### src/rtl/chsu_pkg.sv
package chsu_pkg;

	// input opcodes
	localparam logic [1:0] OP_READING = 2'd0;
	localparam logic [1:0] OP_HOLD    = 2'd1;
	localparam logic [1:0] OP_CLEAR   = 2'd2;

	// configuration register indexes
	localparam logic [1:0] REG_TOL_UPPER  = 2'd0;
	localparam logic [1:0] REG_TOL_LOWER  = 2'd1;
	localparam logic [1:0] REG_TOL_ENABLE = 2'd2;

	localparam int VALUE_W  = 24;
	localparam int TOL_W    = 20;
	localparam int COUNT_W  = 16;
	localparam int SUM_W    = 40;
	localparam int SUMSQ_W  = 62;
	localparam int PROD_W   = 2 * VALUE_W;
	localparam int IN_W     = 24;
	localparam int OUT_W    = 144;

	localparam logic [COUNT_W-1:0] COUNT_MAX = {COUNT_W{1'b1}};
	localparam logic [TOL_W-1:0]   TOL_RESET = TOL_W'(100);

	// divider: full-width dividend, count-wide divisor, one quotient bit a cycle
	localparam int DIV_W     = SUMSQ_W;
	localparam int DIV_CNT_W = $clog2(DIV_W);

	// square root: radicand of PROD_W bits, one root bit a cycle
	localparam int ROOT_W     = PROD_W / 2;
	localparam int ROOT_CNT_W = $clog2(ROOT_W);
	localparam int ROOT_REM_W = ROOT_W + 3;

	typedef struct packed {
		logic busy;
		logic done;
	} iter_status_t;

endpackage

### src/rtl/caliper_hold_statistics_unit.sv
// Caliper hold statistics unit.
// Input stream: s_tuser carries the opcode (read, toggle hold, clear), s_tdata
// the signed 24-bit reading in micrometres. Every input transaction gives
// exactly one output transaction on m_tdata: hold state, held value,
// tolerance verdict and the running statistics (count, min, max, mean,
// deviation, saturation flag).
// Tolerances and the tolerance enable are written through cfg_we/cfg_index/
// cfg_data; writes take effect at once. The user must write them only while
// the unit is idle; the unit itself does not enforce this.
// Timing: one item at a time. A reading, clear, unused opcode, hold release
// or refused capture goes straight to the output step and is written to the
// output register once that register is free. A capture that adds a sample
// runs the shared restoring divider twice (mean, then mean of squares) and
// the bit-serial square root; the first sample skips the second division and
// the root. s_tready is high only while the sequencer is idle.
// The output register holds a finished result until m_tready takes it; the
// unit accepts the next item meanwhile, but will not overwrite an unread
// result, so a stalled receiver stalls the sequencer at its last step.
// Reset clears statistics, hold and current value; tolerances 100 um, check disabled.
module caliper_hold_statistics_unit (
	input  logic                        clk,
	input  logic                        arst_n,
	input  logic                        s_tvalid,
	output logic                        s_tready,
	input  logic [chsu_pkg::IN_W-1:0]    s_tdata,  // reading[23:0]
	input  logic [1:0]                  s_tuser,  // opcode[1:0]
	output logic                        m_tvalid,
	input  logic                        m_tready,
	// hold_on[0], held_value[24:1], in_tolerance[25], sample_count[41:26],
	// minimum[65:42], maximum[89:66], mean[113:90], deviation[137:114],
	// stats_full[138], zero pad[143:139]
	output logic [chsu_pkg::OUT_W-1:0]   m_tdata,
	input  logic                        cfg_we,
	input  logic [1:0]                  cfg_index,
	input  logic [chsu_pkg::TOL_W-1:0]   cfg_data
);
	import chsu_pkg::*;

	typedef enum logic [2:0] {
		S_IDLE,
		S_ADD,
		S_SQ,
		S_MEAN,
		S_VAR,
		S_ROOT,
		S_DONE
	} state_t;

	state_t state_q;

	logic [TOL_W-1:0] tol_upper_q;
	logic [TOL_W-1:0] tol_lower_q;
	logic             tol_en_q;

	logic signed [VALUE_W-1:0] rd_q;
	logic signed [VALUE_W-1:0] current_q;
	logic                      hold_flag_q;
	logic signed [VALUE_W-1:0] hold_store_q;
	logic [COUNT_W-1:0]        count_q;
	logic signed [VALUE_W-1:0] min_q;
	logic signed [VALUE_W-1:0] max_q;
	logic signed [SUM_W-1:0]   sum_q;
	logic [SUMSQ_W-1:0]        sum_sq_q;
	logic [VALUE_W-1:0]        mean_q;
	logic [ROOT_W-1:0]         dev_q;
	logic                      full_q;
	logic                      sum_neg_q;
	logic [PROD_W-1:0]         product_q;
	logic                      m_tvalid_q;
	logic [OUT_W-1:0]          m_tdata_q;

	// shared squarer: the new sample while adding, the mean afterwards
	logic signed [VALUE_W-1:0] mul_a;
	logic signed [PROD_W-1:0]  mul_p;

	assign mul_a = (state_q == S_ADD) ? hold_store_q : $signed(mean_q);
	assign mul_p = mul_a * mul_a;

	always_ff @(posedge clk) begin
		product_q <= $unsigned(mul_p);
	end

	// divider and root
	logic                div_start;
	logic [DIV_W-1:0]    div_dividend;
	iter_status_t        div_stat;
	logic [DIV_W-1:0]    div_quot;
	logic                root_start;
	logic [PROD_W-1:0]   root_rad;
	iter_status_t        root_stat;
	logic [ROOT_W-1:0]   root_val;

	logic [SUM_W-1:0]    sum_mag;
	logic [VALUE_W-1:0]  mean_mag;
	logic signed [PROD_W:0] var_diff;
	logic                count_gt1;

	assign sum_mag   = sum_q[SUM_W-1] ? $unsigned(-sum_q) : $unsigned(sum_q);
	assign mean_mag  = div_quot[VALUE_W-1:0];
	assign var_diff  = $signed({1'b0, div_quot[PROD_W-1:0]}) - $signed({1'b0, product_q});
	assign root_rad  = var_diff[PROD_W] ? PROD_W'(-var_diff) : var_diff[PROD_W-1:0];
	assign count_gt1 = count_q > COUNT_W'(1);

	assign div_start    = (state_q == S_SQ) ||
	                      ((state_q == S_MEAN) && div_stat.done && count_gt1);
	assign div_dividend = (state_q == S_SQ) ? DIV_W'(sum_mag) : sum_sq_q;
	assign root_start   = (state_q == S_VAR) && div_stat.done;

	chsu_div u_div (
		.clk      (clk),
		.arst_n   (arst_n),
		.start    (div_start),
		.dividend (div_dividend),
		.divisor  (count_q),
		.status   (div_stat),
		.quotient (div_quot)
	);

	chsu_sqrt u_sqrt (
		.clk      (clk),
		.arst_n   (arst_n),
		.start    (root_start),
		.radicand (root_rad),
		.status   (root_stat),
		.root     (root_val)
	);

	// tolerance band around the held value
	logic signed [VALUE_W+1:0] hold_ext;
	logic signed [VALUE_W+1:0] rd_ext;
	logic signed [VALUE_W+1:0] band_hi;
	logic signed [VALUE_W+1:0] band_lo;
	logic                      tol_ok;

	assign hold_ext = {{2{hold_store_q[VALUE_W-1]}}, hold_store_q};
	assign rd_ext   = {{2{rd_q[VALUE_W-1]}}, rd_q};
	assign band_hi  = hold_ext + $signed({6'b0, tol_upper_q});
	assign band_lo  = hold_ext - $signed({6'b0, tol_lower_q});
	assign tol_ok   = !tol_en_q || ((rd_ext >= band_lo) && (rd_ext <= band_hi));

	logic out_free;
	logic in_fire;

	assign out_free = !m_tvalid_q || m_tready;
	assign in_fire  = s_tvalid && s_tready;
	assign s_tready = (state_q == S_IDLE);

	always_ff @(posedge clk or negedge arst_n) begin
		if (!arst_n) begin
			tol_upper_q <= TOL_RESET;
			tol_lower_q <= TOL_RESET;
			tol_en_q    <= 1'b0;
		end else if (cfg_we) begin
			case (cfg_index)
				REG_TOL_UPPER:  tol_upper_q <= cfg_data;
				REG_TOL_LOWER:  tol_lower_q <= cfg_data;
				REG_TOL_ENABLE: tol_en_q    <= cfg_data[0];
				default: ;
			endcase
		end
	end

	always_ff @(posedge clk or negedge arst_n) begin
		if (!arst_n) begin
			state_q      <= S_IDLE;
			rd_q         <= '0;
			current_q    <= '0;
			hold_flag_q  <= 1'b0;
			hold_store_q <= '0;
			count_q      <= '0;
			min_q        <= '0;
			max_q        <= '0;
			sum_q        <= '0;
			sum_sq_q     <= '0;
			mean_q       <= '0;
			dev_q        <= '0;
			full_q       <= 1'b0;
			sum_neg_q    <= 1'b0;
			m_tvalid_q   <= 1'b0;
			m_tdata_q    <= '0;
		end else begin
			if ((state_q == S_DONE) && out_free) begin
				m_tvalid_q <= 1'b1;
			end else if (m_tready) begin
				m_tvalid_q <= 1'b0;
			end
			case (state_q)
				S_IDLE: begin
					if (in_fire) begin
						rd_q    <= $signed(s_tdata);
						full_q  <= 1'b0;
						state_q <= S_DONE;
						case (s_tuser)
							OP_READING: current_q <= $signed(s_tdata);
							OP_HOLD: begin
								hold_flag_q <= !hold_flag_q;
								if (!hold_flag_q) begin
									hold_store_q <= current_q;
									if (count_q == COUNT_MAX) begin
										full_q <= 1'b1;
									end else begin
										state_q <= S_ADD;
									end
								end
							end
							OP_CLEAR: begin
								count_q  <= '0;
								min_q    <= '0;
								max_q    <= '0;
								sum_q    <= '0;
								sum_sq_q <= '0;
								mean_q   <= '0;
								dev_q    <= '0;
							end
							default: ;
						endcase
					end
				end
				S_ADD: begin
					if (count_q == '0) begin
						min_q <= hold_store_q;
						max_q <= hold_store_q;
					end else begin
						if (hold_store_q < min_q) min_q <= hold_store_q;
						if (hold_store_q > max_q) max_q <= hold_store_q;
					end
					sum_q   <= sum_q + SUM_W'(hold_store_q);
					count_q <= count_q + 1'b1;
					state_q <= S_SQ;
				end
				S_SQ: begin
					// square is in product_q; mean division starts here
					sum_sq_q  <= sum_sq_q + SUMSQ_W'(product_q);
					sum_neg_q <= sum_q[SUM_W-1];
					state_q   <= S_MEAN;
				end
				S_MEAN: begin
					if (div_stat.done) begin
						mean_q <= sum_neg_q ? (~mean_mag + 1'b1) : mean_mag;
						if (count_gt1) begin
							state_q <= S_VAR;
						end else begin
							dev_q   <= '0;
							state_q <= S_DONE;
						end
					end
				end
				S_VAR: begin
					if (div_stat.done) begin
						state_q <= S_ROOT;
					end
				end
				S_ROOT: begin
					if (root_stat.done) begin
						dev_q   <= root_val;
						state_q <= S_DONE;
					end
				end
				S_DONE: begin
					// hold until the previous result has left
					if (out_free) begin
						m_tdata_q  <= {5'b0, full_q, dev_q, mean_q, max_q, min_q, count_q,
						               tol_ok, hold_store_q, hold_flag_q};
						state_q    <= S_IDLE;
					end
				end
				default: state_q <= S_IDLE;
			endcase
		end
	end

	assign m_tvalid = m_tvalid_q;
	assign m_tdata  = m_tdata_q;

	// one item at a time: an accepted transaction drops ready next cycle
	assert property (@(posedge clk) disable iff (!arst_n)
		(s_tvalid && s_tready) |=> !s_tready)
		else $error("input accepted while an item is in progress");

	// the divider is never restarted mid-division
	assert property (@(posedge clk) disable iff (!arst_n)
		div_start |-> !div_stat.busy)
		else $error("divider started while busy");

	// the root unit is only started once the variance division has finished
	assert property (@(posedge clk) disable iff (!arst_n)
		root_start |-> (!root_stat.busy && !div_stat.busy))
		else $error("square root started out of sequence");

	// a refused capture is only reported with a saturated count
	assert property (@(posedge clk) disable iff (!arst_n)
		(m_tvalid && m_tdata[138]) |-> (m_tdata[41:26] == COUNT_MAX))
		else $error("stats_full without saturated count");

endmodule

### src/rtl/chsu_div.sv
module chsu_div (
	input  logic                        clk,
	input  logic                        arst_n,
	input  logic                        start,
	input  logic [chsu_pkg::DIV_W-1:0]   dividend,
	input  logic [chsu_pkg::COUNT_W-1:0] divisor,
	output chsu_pkg::iter_status_t      status,
	output logic [chsu_pkg::DIV_W-1:0]   quotient
);
	import chsu_pkg::*;

	logic [DIV_W-1:0]     quot_q;
	logic [COUNT_W-1:0]   rem_q;
	logic [COUNT_W-1:0]   divisor_q;
	logic [DIV_CNT_W-1:0] cnt_q;
	logic                 busy_q;
	logic                 done_q;

	logic [COUNT_W:0] trial;
	logic [COUNT_W:0] trial_diff;
	logic             fits;

	// restoring step: bring down the next dividend bit and try the subtract
	assign trial      = {rem_q, quot_q[DIV_W-1]};
	assign trial_diff = trial - {1'b0, divisor_q};
	assign fits       = trial >= {1'b0, divisor_q};

	always_ff @(posedge clk or negedge arst_n) begin
		if (!arst_n) begin
			quot_q    <= '0;
			rem_q     <= '0;
			divisor_q <= '0;
			cnt_q     <= '0;
			busy_q    <= 1'b0;
			done_q    <= 1'b0;
		end else if (start) begin
			quot_q    <= dividend;
			rem_q     <= '0;
			divisor_q <= divisor;
			cnt_q     <= DIV_CNT_W'(DIV_W - 1);
			busy_q    <= 1'b1;
			done_q    <= 1'b0;
		end else if (busy_q) begin
			quot_q <= {quot_q[DIV_W-2:0], fits};
			rem_q  <= fits ? trial_diff[COUNT_W-1:0] : trial[COUNT_W-1:0];
			if (cnt_q == '0) begin
				busy_q <= 1'b0;
				done_q <= 1'b1;
			end else begin
				cnt_q <= cnt_q - 1'b1;
			end
		end else begin
			done_q <= 1'b0;
		end
	end

	assign status.busy = busy_q;
	assign status.done = done_q;
	assign quotient    = quot_q;

endmodule

### src/rtl/chsu_sqrt.sv
module chsu_sqrt (
	input  logic                        clk,
	input  logic                        arst_n,
	input  logic                        start,
	input  logic [chsu_pkg::PROD_W-1:0]  radicand,
	output chsu_pkg::iter_status_t      status,
	output logic [chsu_pkg::ROOT_W-1:0]  root
);
	import chsu_pkg::*;

	logic [PROD_W-1:0]     rad_q;
	logic [ROOT_REM_W-1:0] rem_q;
	logic [ROOT_W-1:0]     root_q;
	logic [ROOT_CNT_W-1:0] cnt_q;
	logic                  busy_q;
	logic                  done_q;

	logic [ROOT_REM_W-1:0] rem_sh;
	logic [ROOT_REM_W-1:0] trial;
	logic                  fits;

	// digit-by-digit root: take two radicand bits, try (root << 2) | 1
	assign rem_sh = {rem_q[ROOT_REM_W-3:0], rad_q[PROD_W-1:PROD_W-2]};
	assign trial  = {1'b0, root_q, 2'b01};
	assign fits   = rem_sh >= trial;

	always_ff @(posedge clk or negedge arst_n) begin
		if (!arst_n) begin
			rad_q  <= '0;
			rem_q  <= '0;
			root_q <= '0;
			cnt_q  <= '0;
			busy_q <= 1'b0;
			done_q <= 1'b0;
		end else if (start) begin
			rad_q  <= radicand;
			rem_q  <= '0;
			root_q <= '0;
			cnt_q  <= ROOT_CNT_W'(ROOT_W - 1);
			busy_q <= 1'b1;
			done_q <= 1'b0;
		end else if (busy_q) begin
			rad_q  <= {rad_q[PROD_W-3:0], 2'b00};
			rem_q  <= fits ? (rem_sh - trial) : rem_sh;
			root_q <= {root_q[ROOT_W-2:0], fits};
			if (cnt_q == '0) begin
				busy_q <= 1'b0;
				done_q <= 1'b1;
			end else begin
				cnt_q <= cnt_q - 1'b1;
			end
		end else begin
			done_q <= 1'b0;
		end
	end

	assign status.busy = busy_q;
	assign status.done = done_q;
	assign root        = root_q;

endmodule

### config.mk
export PLATFORM = sky130hd
export DESIGN_NAME = caliper_hold_statistics_unit
export DESIGN_NICKNAME = d
export VERILOG_FILES = /design/src/rtl/chsu_pkg.sv /design/src/rtl/caliper_hold_statistics_unit.sv /design/src/rtl/chsu_div.sv /design/src/rtl/chsu_sqrt.sv
export SDC_FILE = /design/constraint.sdc
export NUM_CORES = 2
export LEC_CHECK = 0
export ABC_AREA = 1
export BUFFER_PORTS_ARGS = -buffer_cell sky130_fd_sc_hd__clkbuf_2
export CAP_MARGIN = 40
export CORE_UTILIZATION = 40
export DETAILED_ROUTE_END_ITERATION = 6
export GPL_TIMING_DRIVEN = 0
export PLACE_DENSITY_LB_ADDON = 0.08
export SYNTH_ARGS = -nofsm -noshare
export SYNTH_HDL_FRONTEND = slang
export SYNTH_SLANG_ARGS = --single-unit
### constraint.sdc
create_clock -name clk -period 8.1 [get_ports clk]
set_clock_uncertainty 0.05 [all_clocks]
set_input_delay 0.81 -clock clk [delete_from_list [all_inputs] [get_ports clk]]
set_output_delay 0.81 -clock clk [all_outputs]
set_load 0.05 [all_outputs]
==> results.sh <==
export IMPL_pwr_density_cell_nw_per_um2=387.3
export IMPL_die_h_um=408.8
export IMPL_seq_area_frac_synth_pct=27.10
export IMPL_overflow=0
export IMPL_cap_violations=0
export IMPL_grt_max_degree=107
export IMPL_leakage_nw=37.68
export IMPL_grt_usage_pct=29.24
export IMPL_crit_fanout=6
export IMPL_syn_area_um2=66200
export IMPL_cp_arrival_ns=8.48
export IMPL_root_buffer="clkbuf_16"
export IMPL_die_area_um2=167100
export IMPL_slew_headroom_pct=36.19
export IMPL_cts_tree="built"
export IMPL_pin_count=199
export IMPL_grt_pass1_vias=60582
export IMPL_p_seq_share_pct=20.8
export IMPL_fin_cells=11263
export IMPL_numCtsBuffers=86
export IMPL_synth_top_area_share_pct=25.44
export IMPL_drc=0
export IMPL_hold_viol=0
export IMPL_worstSetupPathType="reg -> reg"
export IMPL_worstRegToRegCells=34
export IMPL_period_needed_ns=7.932
export IMPL_antenna_found_initial=5
export IMPL_postRouteAntennaNets=0
export IMPL_crit_path_start="state_q[0]"
export IMPL_path_clk_slew_ns=0.06
export IMPL_fin_util_pct=46.15
export IMPL_fin_nets=10108
export IMPL_synthCells=8606
export IMPL_ys_flop_type="dfrtp_1"
export IMPL_fill_cells=16706
export IMPL_r2r_slack_ns=0.17
export IMPL_min_path_type="in -> async"
export IMPL_cts_sinks=726
export IMPL_synth_edff_count=0
export IMPL_drtIter0Drc=4300
export IMPL_outcome="complete, no violations"
export IMPL_reg2reg_to="product_q[45]"
export IMPL_die_w_um=408.8
export IMPL_firstDrtPassIters=6
export IMPL_wl_per_cell_um=21.68
export IMPL_crit_required_ns=8.64
export IMPL_crit_path_top_delay_cell="fa_1"
export IMPL_synth_seq_cells=726
export IMPL_h_tree_depth=3
export IMPL_fp_row_count=148
export IMPL_vias=59566
export IMPL_fin_setup_tns_ns=0
export IMPL_avgSynthCellArea_um2=7.692
export IMPL_postPlaceCellArea_um2=70610
export IMPL_rsz0062_at_grt="yes"
export IMPL_synth_warnings=0
export IMPL_timing_final_crit_share_pct=97.93
export IMPL_p_int_w=0.01314
export IMPL_gp_congestion=0.9661
export IMPL_irDropWorstVdd_v=0.0002436
export IMPL_routed_wl_um=244200
export IMPL_final_cell_mix="1756 x nand2_1, 1681 x inv_1, 692 x o21ai_0"
export IMPL_crit_path_end_kind="flop"
export IMPL_core_um2=163500
export IMPL_area_growth_pct=13.99
export IMPL_dp_hpwl_um=202800
export IMPL_start_util_pct=40.49
export IMPL_slowest_delay_ns=0.55
export IMPL_io_buffer_count=193
export IMPL_drive_gt1_share_pct=9.167
export IMPL_p_comb_share_pct=65.5
export IMPL_insertion_delay_ns=0.69
export IMPL_synth_top_area_cell="dfrtp_1"
export IMPL_grt_pass1_wl_um=372000
export IMPL_stdcell_area_um2=75460
export IMPL_p_sw_w=0.01609
export IMPL_final_common_cell="nand2_1"
export IMPL_finalSetupViolCount=0
export IMPL_synth_cell_types=77
export IMPL_swShare_pct=55.06
export IMPL_cts_buffer_depth=3
export IMPL_ys_top_cells_by_area="dfrtp_1 25%, fa_1 17%, nand2_1 10%"
export IMPL_crit_top_cell="fa_1"
export IMPL_fmax_mhz=126.1
export IMPL_placed_cells=11030
export IMPL_drv_slew=0
export IMPL_rr_startpoint="state_q[0]"
export IMPL_via_per_inst=5.289
export IMPL_critPathLaunchType="flop"
export IMPL_worst_pin_slew_ns=0.9572
export IMPL_synthArstFlopShare_pct=93.53
export IMPL_p_clk_share_pct=13.7
-- timing repair --
action | CTS | global route
setup buffers | 44 | 37
pin swaps | 26 | 47
resized for setup | 270 | 109
setup endpoints to repair | 32 | 17
hold buffers | 0 | 0
cloned | 0 | 2
-- cell usage after synthesis, types with 38 or more instances --
cell         n
inv_1     1697
o221ai_1    39
nand3_1    348
nand4_1     70
nor3_1      90
a31oi_1     44
dfxtp_1     47
o21ai_0    694
xor2_1     129
ha_1       464
clkbuf_1   183
dfrtp_1    673
nand2_2     38
fa_1       567
o22ai_1     93
nor2_1     680
xnor2_1     84
nand2_1   1766
a21oi_1    482
-- per-layer routing --
layer  global-route usage [%]  vias to the layer above  part of all wire, %
li1                         -                    28153                    -
met1                    37.74                    29303                   43
met2                    50.01                     1671                   48
met3                    3.417                      433                  5.2
met4                    11.00                        6                  4.3
met5                        0                        -                0.014
-- power by group through the flow --
stage	logic (W)	clock network [W]	registers, W
CTS	0.0188	0.00408	0.00607
floorplan	0.0122	0	0.00623
global placement	0.0181	0	0.00613
finish	0.0191	0.00400	0.00609
global route	0.0213	0.00421	0.00618
detailed placement	0.0185	0	0.00611
-- registers in the layout (all words and copies together) (netlist names), 25 cells and up --
signal	count
u_div.quotient	62
sum_sq_q	62
sum_q	40
u_sqrt.rad_q	48
u_sqrt.rem_q	25
product_q	47
m_tdata	139
-- worst max path at each step --
stage / end / slack (ns) / depth (start not counted)
CTS: product_q[42] / 0.007 / 34
detailed placement: product_q[46] / -1.79 / 33
global route: product_q[42] / -0.11 / 32
global placement: sum_sq_q[40] / -10.90 / 1
finish: product_q[45] / 0.17 / 34
floorplan: product_q[46] / 0.34 / 25
-- layout make-up --
class | count | area [µm²] | share of cell area (%)
well taps | 2175 | 2721 | 3.606
multi-input cells | 5927 | 41640 | 55.18
flip-flops and latches | 726 | 17960 | 23.80
plain buffers | 226 | 1259 | 1.668
repair buffers | 328 | 2456 | 3.255
inverters | 1729 | 6560 | 8.693
clock buffers | 119 | 2502 | 3.316
clock inverters | 32 | 362.8 | 0.4808
diodes | 1 | 2.502 | 0.003316
-- kinds of logic after synthesis --
family	after synthesis	synth area share [%]
buffers and inverters	1957	11.23
multiplexers	2	0.03024
other	1	0.005665
XOR/XNOR	217	2.933
flip-flops	726	27.10
AND/OR/NAND/NOR	3102	19.50
adder cells (fa/ha/maj)	1031	25.92
AO/OA/AOI/OAI	1570	13.29
-- per-stage QoR --
step                hold slack [ns]  setup slack, ns  power (W)
floorplan                    0.3916           0.3402    0.01841
global placement             0.4030           -10.90    0.02427
detailed placement           0.4081           -1.788    0.02458
CTS                         0.05281         0.007044    0.02900
global route                 0.1110          -0.1111    0.03166
finish                      0.05331           0.1678    0.02923
-- worst max-delay path: cells and delay by family, from the launching register on --
kind	cells	cell delay, ns
xor+xnor	1	0.19
compound gates	7	1.14
fa+ha+maj	8	4.01
buf+inv	10	1.30
flops	1	0.42
simple gates	8	0.68
(Power assumes the default switching activity.)
